`src/rtl/gnss_info_response_parser_unit_macros.svh`:
```
// ----------------------------------------------------------------------------
// GNSS info response parser assertion macros
// Shared property wrappers clocked on clk_i and disabled during reset.
// ----------------------------------------------------------------------------
`ifndef GNSS_INFO_RESPONSE_PARSER_UNIT_MACROS_SVH
`define GNSS_INFO_RESPONSE_PARSER_UNIT_MACROS_SVH

// Same-cycle implication.
`define GIPU_ASSERT_NOW(name, ante, cons, msg) \
  name: assert property (@(posedge clk_i) disable iff (!rst_ni) (ante) |-> (cons)) \
    else $error(msg);

// Next-cycle implication.
`define GIPU_ASSERT_NEXT(name, ante, cons, msg) \
  name: assert property (@(posedge clk_i) disable iff (!rst_ni) (ante) |=> (cons)) \
    else $error(msg);

`endif

```
`src/rtl/gipu_pkg.sv`:
```
// ----------------------------------------------------------------------------
// GNSS info response parser package
// Constants, command types and a helper function shared by the parser modules.
// ----------------------------------------------------------------------------
package gipu_pkg;

  localparam int unsigned MaxResponseBytes = 1024;
  localparam int unsigned IdxW             = $clog2(MaxResponseBytes + 1);
  localparam int unsigned FieldLimit       = 7;
  localparam int unsigned DatetimeLength   = 18;
  localparam int unsigned DateDigits       = 14;
  localparam int unsigned DatePartCount    = 6;
  localparam int unsigned DatePartW        = 14;
  localparam int unsigned ValueW           = 40;
  localparam int unsigned MagW             = ValueW - 1;
  localparam int unsigned Pow10W           = 20;
  localparam int unsigned ProdW            = MagW + Pow10W;
  localparam int unsigned IdW              = 4;
  localparam int unsigned InDataW          = 8;
  localparam int unsigned OutDataW         = 48;
  localparam int unsigned CfgDataW         = 10;
  localparam int unsigned FifoDepth        = 4;
  localparam int unsigned FifoPtrW         = $clog2(FifoDepth);

  localparam logic [MagW-1:0] MagCap        = '1;
  localparam logic [2:0]      MaxFracDigits = 3'd6;

  localparam logic [7:0] CharZero  = 8'h30;
  localparam logic [7:0] CharNine  = 8'h39;
  localparam logic [7:0] CharComma = 8'h2C;
  localparam logic [7:0] CharMinus = 8'h2D;
  localparam logic [7:0] CharPlus  = 8'h2B;
  localparam logic [7:0] CharPoint = 8'h2E;

  localparam logic CfgStatusPos  = 1'b0;
  localparam logic CfgFracDigits = 1'b1;

  localparam logic [IdW-1:0] FidRun    = 4'd0;
  localparam logic [IdW-1:0] FidFix    = 4'd1;
  localparam logic [IdW-1:0] FidYear   = 4'd2;
  localparam logic [IdW-1:0] FidSecond = 4'd7;
  localparam logic [IdW-1:0] FidLat    = 4'd8;

  typedef enum logic [1:0] {
    CMD_SINGLE,
    CMD_NUMBER,
    CMD_DATE
  } cmd_kind_e;

  typedef enum logic [1:0] {
    BK_IDLE,
    BK_SCALE,
    BK_DATE
  } bk_state_e;

  typedef struct packed {
    cmd_kind_e                                  kind;
    logic [IdW-1:0]                             id;
    logic [ValueW-1:0]                          value;
    logic [2:0]                                 scale;
    logic                                       neg;
    logic [DatePartCount-1:0][DatePartW-1:0]    parts;
  } cmd_t;

  function automatic logic [Pow10W-1:0] pow10(input logic [2:0] k);
    logic [Pow10W-1:0] r;
    unique case (k)
      3'd0:    r = 20'd1;
      3'd1:    r = 20'd10;
      3'd2:    r = 20'd100;
      3'd3:    r = 20'd1000;
      3'd4:    r = 20'd10000;
      3'd5:    r = 20'd100000;
      default: r = 20'd1000000;
    endcase
    return r;
  endfunction

endpackage

```
`src/rtl/gipu_fifo.sv`:
```
// ----------------------------------------------------------------------------
// GNSS info response parser command queue
// Small register queue of parsed commands between the front and back parts.
// ----------------------------------------------------------------------------
module gipu_fifo (
  input  logic          clk_i,
  input  logic          rst_ni,
  input  logic          push_i,
  input  gipu_pkg::cmd_t push_data_i,
  input  logic          pop_i,
  output gipu_pkg::cmd_t head_o,
  output logic          full_o,
  output logic          empty_o
);
  import gipu_pkg::*;

  cmd_t                mem_q [FifoDepth];
  logic [FifoPtrW-1:0] wr_ptr_q, wr_ptr_d;
  logic [FifoPtrW-1:0] rd_ptr_q, rd_ptr_d;
  logic [FifoPtrW:0]   cnt_q, cnt_d;

  assign full_o  = (cnt_q == (FifoPtrW + 1)'(FifoDepth));
  assign empty_o = (cnt_q == '0);
  assign head_o  = mem_q[rd_ptr_q];

  always_comb begin
    wr_ptr_d = push_i ? wr_ptr_q + 1'b1 : wr_ptr_q;
    rd_ptr_d = pop_i  ? rd_ptr_q + 1'b1 : rd_ptr_q;
    cnt_d    = cnt_q;
    if (push_i && !pop_i) begin
      cnt_d = cnt_q + 1'b1;
    end else if (pop_i && !push_i) begin
      cnt_d = cnt_q - 1'b1;
    end
  end

  always_ff @(posedge clk_i or negedge rst_ni) begin
    if (!rst_ni) begin
      wr_ptr_q <= '0;
      rd_ptr_q <= '0;
      cnt_q    <= '0;
    end else begin
      wr_ptr_q <= wr_ptr_d;
      rd_ptr_q <= rd_ptr_d;
      cnt_q    <= cnt_d;
    end
  end

  always_ff @(posedge clk_i) begin
    if (push_i) begin
      mem_q[wr_ptr_q] <= push_data_i;
    end
  end

endmodule

```
`src/rtl/gipu_front.sv`:
```
// ----------------------------------------------------------------------------
// GNSS info response parser front end
// Accepts response bytes, tracks fields and queues result commands.
// ----------------------------------------------------------------------------
module gipu_front (
  input  logic                     clk_i,
  input  logic                     rst_ni,
  input  logic                     s_axis_tvalid,
  output logic                     s_axis_tready,
  input  logic [7:0]               s_axis_tdata,  // [7:0] data_byte
  input  logic                     s_axis_tuser,  // [0] first_byte
  input  logic                     s_axis_tlast,  // last_byte
  input  logic                     cfg_valid_i,
  output logic                     cfg_ready_o,
  input  logic                     cfg_index_i,
  input  logic [9:0]               cfg_data_i,
  input  logic                     full_i,
  output logic                     push_o,
  output gipu_pkg::cmd_t           cmd_o
);
  import gipu_pkg::*;

  logic [CfgDataW-1:0] sp_q;
  logic [2:0]          fd_q;
  logic [IdxW-1:0]     idx_q, idx_d;
  logic                en_q, en_d;
  logic [2:0]          comma_q, comma_d;
  logic [4:0]          off_q, off_d;
  logic [MagW-1:0]     acc_q, acc_d;
  logic [2:0]          fcnt_q, fcnt_d;
  logic                neg_q, neg_d;
  logic                point_q, point_d;
  logic                ended_q, ended_d;
  logic                stopped_q, stopped_d;
  logic [DatePartCount-1:0][DatePartW-1:0] parts_q, parts_d;

  logic                accept;
  logic                first;
  logic                is_digit;
  logic [3:0]          dig;
  logic [2:0]          fd_clip;
  logic [IdxW-1:0]     eff_idx;
  logic                eff_en;
  logic                eff_ended;
  logic [2:0]          eff_comma;
  logic [4:0]          eff_off;
  logic [MagW-1:0]     eff_acc;
  logic [2:0]          eff_fcnt;
  logic                eff_neg;
  logic                eff_point;
  logic                eff_stopped;
  logic [IdxW-1:0]     sp_ext;
  logic [4:0]          off_lo;
  logic [2:0]          part_sel;
  logic                part_first;
  logic [DatePartW-1:0] dval;

  function automatic logic [MagW-1:0] mul10_sat(input logic [MagW-1:0] m,
                                                input logic [3:0] d);
    logic [MagW+3:0] w;
    w = (MagW + 4)'({m, 3'b000}) + (MagW + 4)'({m, 1'b0}) + (MagW + 4)'(d);
    return (w > (MagW + 4)'(MagCap)) ? MagCap : w[MagW-1:0];
  endfunction

  assign s_axis_tready = !full_i;
  assign cfg_ready_o   = 1'b1;
  assign accept        = s_axis_tvalid && s_axis_tready;
  assign first         = s_axis_tuser;

  assign is_digit = (s_axis_tdata >= CharZero) && (s_axis_tdata <= CharNine);
  assign dig      = 4'(s_axis_tdata - CharZero);
  assign fd_clip  = (fd_q > MaxFracDigits) ? MaxFracDigits : fd_q;
  assign sp_ext   = IdxW'(sp_q);
  assign dval     = {6'd0, s_axis_tdata} - 14'd48;

  assign eff_idx     = first ? '0 : idx_q;
  assign eff_en      = first ? 1'b0 : en_q;
  assign eff_ended   = first ? 1'b0 : ended_q;
  assign eff_comma   = first ? '0 : comma_q;
  assign eff_off     = first ? '0 : off_q;
  assign eff_acc     = first ? '0 : acc_q;
  assign eff_fcnt    = first ? '0 : fcnt_q;
  assign eff_neg     = first ? 1'b0 : neg_q;
  assign eff_point   = first ? 1'b0 : point_q;
  assign eff_stopped = first ? 1'b0 : stopped_q;

  assign off_lo     = eff_off - 5'd4;
  assign part_sel   = (eff_off < 5'd4) ? 3'd0 : 3'(off_lo[4:1]) + 3'd1;
  assign part_first = (eff_off < 5'd4) ? (eff_off == 5'd0) : !eff_off[0];

  always_comb begin
    idx_d     = idx_q;
    en_d      = en_q;
    comma_d   = comma_q;
    off_d     = off_q;
    acc_d     = acc_q;
    fcnt_d    = fcnt_q;
    neg_d     = neg_q;
    point_d   = point_q;
    ended_d   = ended_q;
    stopped_d = stopped_q;
    parts_d   = parts_q;
    push_o    = 1'b0;
    cmd_o     = '0;
    if (accept) begin
      en_d      = eff_en;
      comma_d   = eff_comma;
      off_d     = eff_off;
      acc_d     = eff_acc;
      fcnt_d    = eff_fcnt;
      neg_d     = eff_neg;
      point_d   = eff_point;
      ended_d   = eff_ended;
      stopped_d = eff_stopped;
      idx_d     = (eff_idx < IdxW'(MaxResponseBytes)) ? eff_idx + 1'b1 : eff_idx;
      if (!eff_ended && (eff_idx < IdxW'(MaxResponseBytes))) begin
        if (s_axis_tlast) begin
          ended_d = 1'b1;
          en_d    = 1'b0;
        end else if (eff_idx == sp_ext) begin
          en_d      = is_digit;
          comma_d   = '0;
          off_d     = '0;
          acc_d     = '0;
          fcnt_d    = '0;
          neg_d     = 1'b0;
          point_d   = 1'b0;
          stopped_d = 1'b0;
          if (is_digit) begin
            push_o       = 1'b1;
            cmd_o.kind   = CMD_SINGLE;
            cmd_o.id     = FidRun;
            cmd_o.value  = {32'd0, s_axis_tdata} - 40'd48;
          end
        end else if ((eff_idx > sp_ext) && eff_en && (eff_comma < 3'(FieldLimit))) begin
          if ((s_axis_tdata == CharComma) && !((eff_comma == 3'd2) && (eff_off != '0)))
          begin
            if ((eff_comma >= 3'd3) && (eff_comma <= 3'd6) && (eff_off != '0)) begin
              push_o      = 1'b1;
              cmd_o.kind  = CMD_NUMBER;
              cmd_o.id    = FidLat + 4'(eff_comma - 3'd3);
              cmd_o.value = ValueW'(eff_acc);
              cmd_o.scale = (eff_fcnt < fd_clip) ? fd_clip - eff_fcnt : 3'd0;
              cmd_o.neg   = eff_neg;
            end
            comma_d   = eff_comma + 1'b1;
            off_d     = '0;
            acc_d     = '0;
            fcnt_d    = '0;
            neg_d     = 1'b0;
            point_d   = 1'b0;
            stopped_d = 1'b0;
          end else if (eff_comma == 3'd1) begin
            push_o      = 1'b1;
            cmd_o.kind  = CMD_SINGLE;
            cmd_o.id    = FidFix;
            cmd_o.value = {32'd0, s_axis_tdata} - 40'd48;
          end else if (eff_comma == 3'd2) begin
            if (eff_off < 5'(DateDigits)) begin
              if (part_first) begin
                parts_d[part_sel] = dval;
              end else begin
                parts_d[part_sel] = DatePartW'(parts_q[part_sel] * 4'd10 + dval);
              end
            end
            if (eff_off == 5'(DateDigits - 1)) begin
              push_o      = 1'b1;
              cmd_o.kind  = CMD_DATE;
              cmd_o.id    = FidYear;
              cmd_o.parts = parts_d;
            end
            off_d = (eff_off == 5'(DatetimeLength - 1)) ? '0 : eff_off + 1'b1;
          end else if ((eff_comma >= 3'd3) && (eff_comma <= 3'd6)) begin
            if (!eff_stopped) begin
              if ((eff_off == '0) &&
                  ((s_axis_tdata == CharMinus) || (s_axis_tdata == CharPlus))) begin
                neg_d = eff_neg || (s_axis_tdata == CharMinus);
              end else if (is_digit) begin
                if (eff_point) begin
                  if (eff_fcnt < fd_clip) begin
                    acc_d  = mul10_sat(eff_acc, dig);
                    fcnt_d = eff_fcnt + 1'b1;
                  end
                end else begin
                  acc_d = mul10_sat(eff_acc, dig);
                end
              end else if ((s_axis_tdata == CharPoint) && !eff_point) begin
                point_d = 1'b1;
              end else begin
                stopped_d = 1'b1;
              end
            end
            off_d = (eff_off < 5'd31) ? eff_off + 1'b1 : eff_off;
          end
        end
      end
    end
  end

  always_ff @(posedge clk_i or negedge rst_ni) begin
    if (!rst_ni) begin
      sp_q      <= 10'd12;
      fd_q      <= 3'd6;
      idx_q     <= '0;
      en_q      <= 1'b0;
      comma_q   <= '0;
      off_q     <= '0;
      acc_q     <= '0;
      fcnt_q    <= '0;
      neg_q     <= 1'b0;
      point_q   <= 1'b0;
      ended_q   <= 1'b0;
      stopped_q <= 1'b0;
    end else begin
      if (cfg_valid_i && cfg_ready_o) begin
        if (cfg_index_i == CfgStatusPos) begin
          sp_q <= cfg_data_i;
        end else if (cfg_index_i == CfgFracDigits) begin
          fd_q <= cfg_data_i[2:0];
        end
      end
      idx_q     <= idx_d;
      en_q      <= en_d;
      comma_q   <= comma_d;
      off_q     <= off_d;
      acc_q     <= acc_d;
      fcnt_q    <= fcnt_d;
      neg_q     <= neg_d;
      point_q   <= point_d;
      ended_q   <= ended_d;
      stopped_q <= stopped_d;
    end
  end

  always_ff @(posedge clk_i) begin
    parts_q <= parts_d;
  end

endmodule

```
`src/rtl/gipu_back.sv`:
```
// ----------------------------------------------------------------------------
// GNSS info response parser back end
// Pops queued commands, scales decimals, bursts date parts and drives results.
// ----------------------------------------------------------------------------
`include "gnss_info_response_parser_unit_macros.svh"

module gipu_back (
  input  logic           clk_i,
  input  logic           rst_ni,
  input  logic           empty_i,
  input  gipu_pkg::cmd_t head_i,
  output logic           pop_o,
  output logic           m_axis_tvalid,
  input  logic           m_axis_tready,
  output logic [47:0]    m_axis_tdata,  // [3:0] field_id, [43:4] field_value
  output logic           m_axis_tlast   // last_of_run
);
  import gipu_pkg::*;

  bk_state_e           st_q, st_d;
  logic                ov_q, ov_d;
  logic [IdW-1:0]      oid_q, oid_d;
  logic [ValueW-1:0]   oval_q, oval_d;
  logic                olast_q, olast_d;
  logic [ProdW-1:0]    prod_q, prod_d;
  logic                nneg_q, nneg_d;
  logic [IdW-1:0]      nid_q, nid_d;
  logic [DatePartCount-1:0][DatePartW-1:0] dparts_q, dparts_d;
  logic [2:0]          cnt_q, cnt_d;

  logic                can_load;
  logic                take;
  logic                date_done;
  logic [MagW-1:0]     sat;
  logic [ValueW-1:0]   mag;

  assign can_load  = !ov_q || m_axis_tready;
  assign take      = (st_q == BK_IDLE) && !empty_i &&
                     ((head_i.kind != CMD_SINGLE) || can_load);
  assign pop_o     = take;
  assign date_done = (cnt_q == 3'(DatePartCount - 1));
  assign sat       = (prod_q > ProdW'(MagCap)) ? MagCap : prod_q[MagW-1:0];
  assign mag       = ValueW'(sat);

  always_comb begin
    st_d = st_q;
    unique case (st_q)
      BK_IDLE: begin
        if (take) begin
          unique case (head_i.kind)
            CMD_NUMBER: st_d = BK_SCALE;
            CMD_DATE:   st_d = BK_DATE;
            default:    st_d = BK_IDLE;
          endcase
        end
      end
      BK_SCALE: begin
        if (can_load) begin
          st_d = BK_IDLE;
        end
      end
      BK_DATE: begin
        if (can_load && date_done) begin
          st_d = BK_IDLE;
        end
      end
      default: st_d = BK_IDLE;
    endcase
  end

  always_comb begin
    ov_d     = ov_q && !m_axis_tready;
    oid_d    = oid_q;
    oval_d   = oval_q;
    olast_d  = olast_q;
    prod_d   = prod_q;
    nneg_d   = nneg_q;
    nid_d    = nid_q;
    dparts_d = dparts_q;
    cnt_d    = cnt_q;
    unique case (st_q)
      BK_IDLE: begin
        if (take) begin
          unique case (head_i.kind)
            CMD_SINGLE: begin
              ov_d    = 1'b1;
              oid_d   = head_i.id;
              oval_d  = head_i.value;
              olast_d = 1'b1;
            end
            CMD_NUMBER: begin
              prod_d = ProdW'(head_i.value[MagW-1:0]) * ProdW'(pow10(head_i.scale));
              nneg_d = head_i.neg;
              nid_d  = head_i.id;
            end
            CMD_DATE: begin
              dparts_d = head_i.parts;
              cnt_d    = '0;
            end
            default: begin
              cnt_d = cnt_q;
            end
          endcase
        end
      end
      BK_SCALE: begin
        if (can_load) begin
          ov_d    = 1'b1;
          oid_d   = nid_q;
          oval_d  = nneg_q ? ('0 - mag) : mag;
          olast_d = 1'b1;
        end
      end
      BK_DATE: begin
        if (can_load) begin
          ov_d     = 1'b1;
          oid_d    = FidYear + IdW'(cnt_q);
          oval_d   = {{(ValueW - DatePartW){dparts_q[0][DatePartW-1]}}, dparts_q[0]};
          olast_d  = date_done;
          dparts_d = dparts_q >> DatePartW;
          cnt_d    = cnt_q + 1'b1;
        end
      end
      default: begin
        ov_d = 1'b0;
      end
    endcase
  end

  always_ff @(posedge clk_i or negedge rst_ni) begin
    if (!rst_ni) begin
      st_q <= BK_IDLE;
      ov_q <= 1'b0;
    end else begin
      st_q <= st_d;
      ov_q <= ov_d;
    end
  end

  always_ff @(posedge clk_i) begin
    oid_q    <= oid_d;
    oval_q   <= oval_d;
    olast_q  <= olast_d;
    prod_q   <= prod_d;
    nneg_q   <= nneg_d;
    nid_q    <= nid_d;
    dparts_q <= dparts_d;
    cnt_q    <= cnt_d;
  end

  assign m_axis_tvalid = ov_q;
  assign m_axis_tdata  = {(OutDataW - ValueW - IdW)'(0), oval_q, oid_q};
  assign m_axis_tlast  = olast_q;

  `GIPU_ASSERT_NOW(a_pop_nonempty, pop_o, !empty_i, "command popped from empty queue")
  `GIPU_ASSERT_NEXT(a_number_scales, (st_q == BK_IDLE) && pop_o && (head_i.kind == CMD_NUMBER), st_q == BK_SCALE, "number command did not enter scaling")
  `GIPU_ASSERT_NOW(a_second_is_last, ov_q && (oid_q == FidSecond), olast_q, "date burst not closed on second")
  `GIPU_ASSERT_NOW(a_date_not_last, ov_q && (oid_q >= FidYear) && (oid_q < FidSecond), !olast_q, "date burst closed early")

endmodule

```
`src/rtl/gnss_info_response_parser_unit.sv`:
```
// ----------------------------------------------------------------------------
// GNSS info response parser
// Byte-stream parser of a GNSS info response into numbered field results.
// ----------------------------------------------------------------------------
// Usage:
//   s_axis carries one response byte per transfer; tuser marks the first byte
//   of a response, tlast the final byte, which is never parsed.
//   m_axis carries one result per transfer: field id and signed value; tlast
//   marks the final result caused by one input byte.
//   cfg_* writes status_position (index 0) and fraction_digits (index 1);
//   cfg_ready_o is always high. Write only while the block is idle.
// Throughput: one byte per cycle while the command queue is not full, set by
//   the front part's field tracker. The last date digit causes a burst of six
//   results, one a cycle while m_axis is ready. Run and fix results pass the
//   command queue and the output register; decimal results also pass the back
//   part's scaling multiplier register, and date parts its date part register.
// The 4-entry command queue absorbs bursts; s_axis_tready drops when it is full.
// A stalled m_axis holds its result and fills the queue; input then stalls.
// Reset sets status_position to 12 and fraction_digits to 6, clears the
//   parse state, and treats the next byte as index zero.
// ----------------------------------------------------------------------------
module gnss_info_response_parser_unit (
  input  logic        clk_i,
  input  logic        rst_ni,
  input  logic        s_axis_tvalid,
  output logic        s_axis_tready,
  input  logic [7:0]  s_axis_tdata,   // [7:0] data_byte
  input  logic        s_axis_tuser,   // [0] first_byte
  input  logic        s_axis_tlast,   // last_byte
  output logic        m_axis_tvalid,
  input  logic        m_axis_tready,
  output logic [47:0] m_axis_tdata,   // [3:0] field_id, [43:4] field_value
  output logic        m_axis_tlast,   // last_of_run
  input  logic        cfg_valid_i,
  output logic        cfg_ready_o,
  input  logic        cfg_index_i,
  input  logic [9:0]  cfg_data_i
);
  import gipu_pkg::*;

  logic full;
  logic empty;
  logic push;
  logic pop;
  cmd_t push_cmd;
  cmd_t head_cmd;

  gipu_front u_front (
    .clk_i         (clk_i),
    .rst_ni        (rst_ni),
    .s_axis_tvalid (s_axis_tvalid),
    .s_axis_tready (s_axis_tready),
    .s_axis_tdata  (s_axis_tdata),
    .s_axis_tuser  (s_axis_tuser),
    .s_axis_tlast  (s_axis_tlast),
    .cfg_valid_i   (cfg_valid_i),
    .cfg_ready_o   (cfg_ready_o),
    .cfg_index_i   (cfg_index_i),
    .cfg_data_i    (cfg_data_i),
    .full_i        (full),
    .push_o        (push),
    .cmd_o         (push_cmd)
  );

  gipu_fifo u_fifo (
    .clk_i       (clk_i),
    .rst_ni      (rst_ni),
    .push_i      (push),
    .push_data_i (push_cmd),
    .pop_i       (pop),
    .head_o      (head_cmd),
    .full_o      (full),
    .empty_o     (empty)
  );

  gipu_back u_back (
    .clk_i         (clk_i),
    .rst_ni        (rst_ni),
    .empty_i       (empty),
    .head_i        (head_cmd),
    .pop_o         (pop),
    .m_axis_tvalid (m_axis_tvalid),
    .m_axis_tready (m_axis_tready),
    .m_axis_tdata  (m_axis_tdata),
    .m_axis_tlast  (m_axis_tlast)
  );

endmodule
```
`config.mk`:
```
export PLATFORM = sky130hd
export DESIGN_NAME = gnss_info_response_parser_unit
export DESIGN_NICKNAME = d
export VERILOG_FILES = /design/src/rtl/gipu_pkg.sv /design/src/rtl/gipu_fifo.sv /design/src/rtl/gipu_front.sv /design/src/rtl/gipu_back.sv /design/src/rtl/gnss_info_response_parser_unit.sv
export VERILOG_INCLUDE_DIRS = /design/src /design/src/rtl
export SDC_FILE = /design/constraint.sdc
export NUM_CORES = 2
export LEC_CHECK = 0
export BUFFER_PORTS_ARGS = -buffer_cell sky130_fd_sc_hd__clkbuf_2
export CORE_MARGIN = 4
export CORE_UTILIZATION = 55
export CTS_BUF_LIST = sky130_fd_sc_hd__clkbuf_16
export CTS_CLUSTER_SIZE = 16
export DETAILED_ROUTE_END_ITERATION = 10
export PLACE_DENSITY = 0.75
export SLEW_MARGIN = 10
export SYNTH_ARGS = -nofsm -noshare
export SYNTH_HDL_FRONTEND = slang
export SYNTH_SLANG_ARGS = --single-unit
```
`constraint.sdc`:
```
create_clock -name clk_i -period 14.8 [get_ports clk_i]
set_input_delay 2.96 -clock clk_i [delete_from_list [all_inputs] [get_ports clk_i]]
set_output_delay 2.96 -clock clk_i [all_outputs]
set_load 0.01 [all_outputs]
```
==> flow_results.xml <==
<?xml version="1.0" encoding="UTF-8"?>
<metrics>
  <group name="run_status">
    <metric name="status" unit="">finished, final reports clean</metric>
  </group>
  <group name="cts">
    <metric name="cts_setup_buffers" unit="">0</metric>
    <metric name="clock-sinks" unit="">905</metric>
    <metric name="clock_transition_at_the_registers_of_the_reported_paths" unit="ns">0.06</metric>
    <metric name="ctsRootBufferMaster" unit="">clkbuf_16</metric>
    <metric name="cts_max_level" unit="">3</metric>
    <metric name="clkLatencyLatePin" unit="ns">0.70</metric>
    <metric name="cts_tree" unit="">built</metric>
    <metric name="cts_max_path_buffers" unit="">3</metric>
    <metric name="cts-hold-fix-buffers" unit="">0</metric>
    <metric name="cts_buffers" unit="">91</metric>
    <metric name="cts.repair.resized" unit="">0</metric>
  </group>
  <group name="floorplanning">
    <metric name="boundary_pins" unit="">78</metric>
    <metric name="fp.dieH" unit="um">354</metric>
    <metric name="row_count" unit="">126</metric>
    <metric name="floorplan.die_area" unit="um2">125000</metric>
    <metric name="die-width" unit="um">354</metric>
    <metric name="floorplan.initialDensity" unit="">0.556</metric>
    <metric name="core_region_area" unit="um2">119000</metric>
  </group>
  <group name="hold_path">
    <metric name="timing.hold.worst.class" unit="">flip-flop to flip-flop</metric>
    <metric name="worstHoldPathCells" unit="">2</metric>
  </group>
  <group name="worst_setup_path">
    <metric name="cp_data_required_time" unit="ns">15.21</metric>
    <metric name="critical-path-max-stage-delay" unit="ns">0.98</metric>
    <metric name="critical-path-slowest-cell" unit="">a2111oi_0</metric>
    <metric name="critical_path.endpoint_type" unit="">flip-flop</metric>
    <metric name="timing.reg2reg.worst_path_depth" unit="">28</metric>
    <metric name="timing.critical_path.arrival" unit="ns">11.22</metric>
    <metric name="startpoint_type_of_the_worst_setup_path" unit="">flip-flop</metric>
    <metric name="cpMostUsedCell" unit="">fa_1</metric>
    <metric name="setup.worst_path.class" unit="">flip-flop to flip-flop</metric>
    <metric name="critical_path.max_fanout" unit="">63</metric>
  </group>
  <group name="timing">
    <metric name="hold_viol" unit="">0</metric>
    <metric name="maxSlewHeadroom" unit="">0.166</metric>
    <metric name="max_slew.worst_pin.slew" unit="ns">1.24</metric>
    <metric name="period_share" unit="">0.730</metric>
    <metric name="slew_violations" unit="">0</metric>
    <metric name="setup_total_negative_slack" unit="ns">0</metric>
    <metric name="max_freq" unit="MHz">92.5</metric>
    <metric name="setup_repair_after_global_routing_missed_its_margin" unit="">no</metric>
    <metric name="report.final.setup_viol" unit="">0</metric>
    <metric name="timing.clock.skew" unit="ns">0.0455</metric>
    <metric name="layout_min_cycle_time" unit="ns">10.81</metric>
  </group>
  <group name="synthesis">
    <metric name="yosysTopAreaCell" unit="">edfxtp_1</metric>
    <metric name="seq_area_frac_synth" unit="">0.406</metric>
    <metric name="yosysWarningCount" unit="">0</metric>
    <metric name="syn_area_per_cell" unit="um2">11.1</metric>
    <metric name="number_of_instances_in_the_synthesized_netlist" unit="">5956</metric>
    <metric name="most_used_standard_cell_by_instance_count_after_synthesis" unit="">edfxtp_1</metric>
    <metric name="synth_top_area_share" unit="">0.372</metric>
    <metric name="ys_async_sr_fraction" unit="">0.0983</metric>
    <metric name="ys.flop_type" unit="">edfxtp_1</metric>
    <metric name="synth-edff-count" unit="">816</metric>
    <metric name="synth_top_cells_by_count" unit="">edfxtp_1 (816), inv_1 (812), nand2_1 (646), fa_1 (567), nor2_1 (406)</metric>
    <metric name="largest_cells_by_area_after_synthesis" unit="">edfxtp_1 (37%), fa_1 (17%), ha_1 (6.9%), inv_1 (4.6%), mux4_2 (4.2%)</metric>
    <metric name="synth_cell_type_count" unit="">80</metric>
    <metric name="syn-cell-area" unit="um2">65900</metric>
    <metric name="synth.ff_latch_count" unit="">905</metric>
  </group>
  <group name="finish">
    <metric name="drive_above_1_share" unit="">0.101</metric>
    <metric name="syn_to_final_growth" unit="%">7.69</metric>
    <metric name="final_nets" unit="">6860</metric>
  </group>
  <group name="global_routing">
    <metric name="antenna_found_initial" unit="">1</metric>
    <metric name="grt_first_pass_wirelength" unit="um">277000</metric>
    <metric name="global_route.overflow_total" unit="">0</metric>
    <metric name="global_route.usage.total" unit="">0.284</metric>
    <metric name="grt_max_degree" unit="">77</metric>
    <metric name="first_global_vias" unit="">46900</metric>
  </group>
  <group name="placement">
    <metric name="gp_congestion" unit="">0.992</metric>
    <metric name="dp.final_hpwl" unit="um">128000</metric>
    <metric name="port-buffer-count" unit="">72</metric>
  </group>
  <group name="route">
    <metric name="detailroute.via_count" unit="">46100</metric>
    <metric name="avgViaCountPerCell" unit="">6.08</metric>
    <metric name="detail-route-antenna-nets" unit="">0</metric>
    <metric name="drt-wirelength-per-cell" unit="um">23.5</metric>
    <metric name="route.detailed.drc" unit="">0</metric>
    <metric name="detailedRoute.firstPassIterationCount" unit="">7</metric>
    <metric name="detail_route.wirelength" unit="um">178000</metric>
    <metric name="initialDrtViolationCount" unit="">5050</metric>
  </group>
  <group name="run">
    <metric name="max_cap_viol_count" unit="">0</metric>
  </group>
</metrics>
per-layer routing:
layer | wire length (um) | GRT usage | vias to the layer above
met5 | 0 | 0 | -
met4 | 7630 | 0.106 | 0
met3 | 16500 | 0.0567 | 412
met2 | 82700 | 0.453 | 2403
met1 | 71000 | 0.390 | 23000
li1 | - | - | 20300
worst max-delay path: cells and delay by family (launching register included):
| kind | cells | cell delay [ns] |
|---|---|---|
| compound gates | 11 | 3.66 |
| fa+ha+maj | 8 | 3.45 |
| buf+inv | 4 | 1.69 |
| flops | 1 | 0.82 |
| simple gates | 4 | 0.80 |
| xor+xnor | 1 | 0.11 |
cell usage in the layout, fill, tap and decap left out, types with 91 or more instances in the layout:
cell type	count
a21oi_1	288
and3_1	103
clkbuf_16	91
edfxtp_1	816
fa_1	567
ha_1	362
inv_1	831
mux2_2	111
mux4_2	124
nand2_1	646
nor2_1	402
nor2b_1	93
o21ai_0	211
sequential cells by signal, summed over array words and instances, names as in the netlist, 5 cells and up:
name / flops
u_back.dparts_q: 84
u_back.oval_q: 40
u_back.prod_q: 59
u_fifo.mem_q: 536
u_front.acc_q: 39
u_front.idx_q: 11
u_front.off_q: 5
u_front.parts_q: 84
u_front.sp_q: 10
area by class of cell:
class / count / area, um2
Fill cell: 9510 / 47600
Multi-Input combinational cell: 3939 / 35100
Sequential cell: 905 / 26700
Inverter: 813 / 3050
Clock buffer: 91 / 2280
Tap cell: 1600 / 2000
Timing Repair Buffer: 152 / 963
Clock inverter: 80 / 818
Antenna cell: 1 / 2.50
stage by stage:
step	instance area, um2	worst slack [ns]	instances	util	hold slack, ns
floorplan	65900	2.87	5959	-	0.439
global placement	67800	3.86	7409	0.572	0.452
detailed placement	67800	3.87	7409	0.572	0.462
CTS	70900	4.11	7580	0.598	0.476
global route	70900	3.57	7580	0.598	0.494
finish	70900	3.99	7581	0.598	0.474
worst paths after layout:
| path | startpoint | end | slack, ns |
|---|---|---|---|
| min reg2reg | u_front.acc_q[31]$_DFFE_PN0P_ | u_front.acc_q[31]$_DFFE_PN0P_ | 0.47 |
| min | u_front.acc_q[31]$_DFFE_PN0P_ | u_front.acc_q[31]$_DFFE_PN0P_ | 0.47 |
| max reg2reg | u_fifo.rd_ptr_q[1]$_DFFE_PN0P_ | u_back.prod_q[48]$_DFFE_PP_ | 3.99 |
| max in group asynchronous | rst_ni | u_fifo.rd_ptr_q[0]$_DFFE_PN0P_ | 11.23 |
| min in group asynchronous | rst_ni | u_front.sp_q[7]$_DFFE_PN0P_ | 2.19 |
| max | u_fifo.rd_ptr_q[1]$_DFFE_PN0P_ | u_back.prod_q[48]$_DFFE_PP_ | 3.99 |
cell families after synthesis:
| logic type | count (synthesis) | synth area share |
|---|---|---|
| other | 2 | 0.000114 |
| adders and majority gates | 932 | 0.242 |
| DFF | 905 | 0.406 |
| and+or+nand+nor | 1662 | 0.117 |
| xor gates and xnor gates | 150 | 0.0202 |
| buffers and inverters | 1115 | 0.0639 |
| AOI/OAI and AO/OA | 935 | 0.0873 |
| muxes | 255 | 0.0644 |
Power is left out: the tool's default activity adds up to more than one toggle a clock period on the data nets, which glitch-free logic cannot reach.
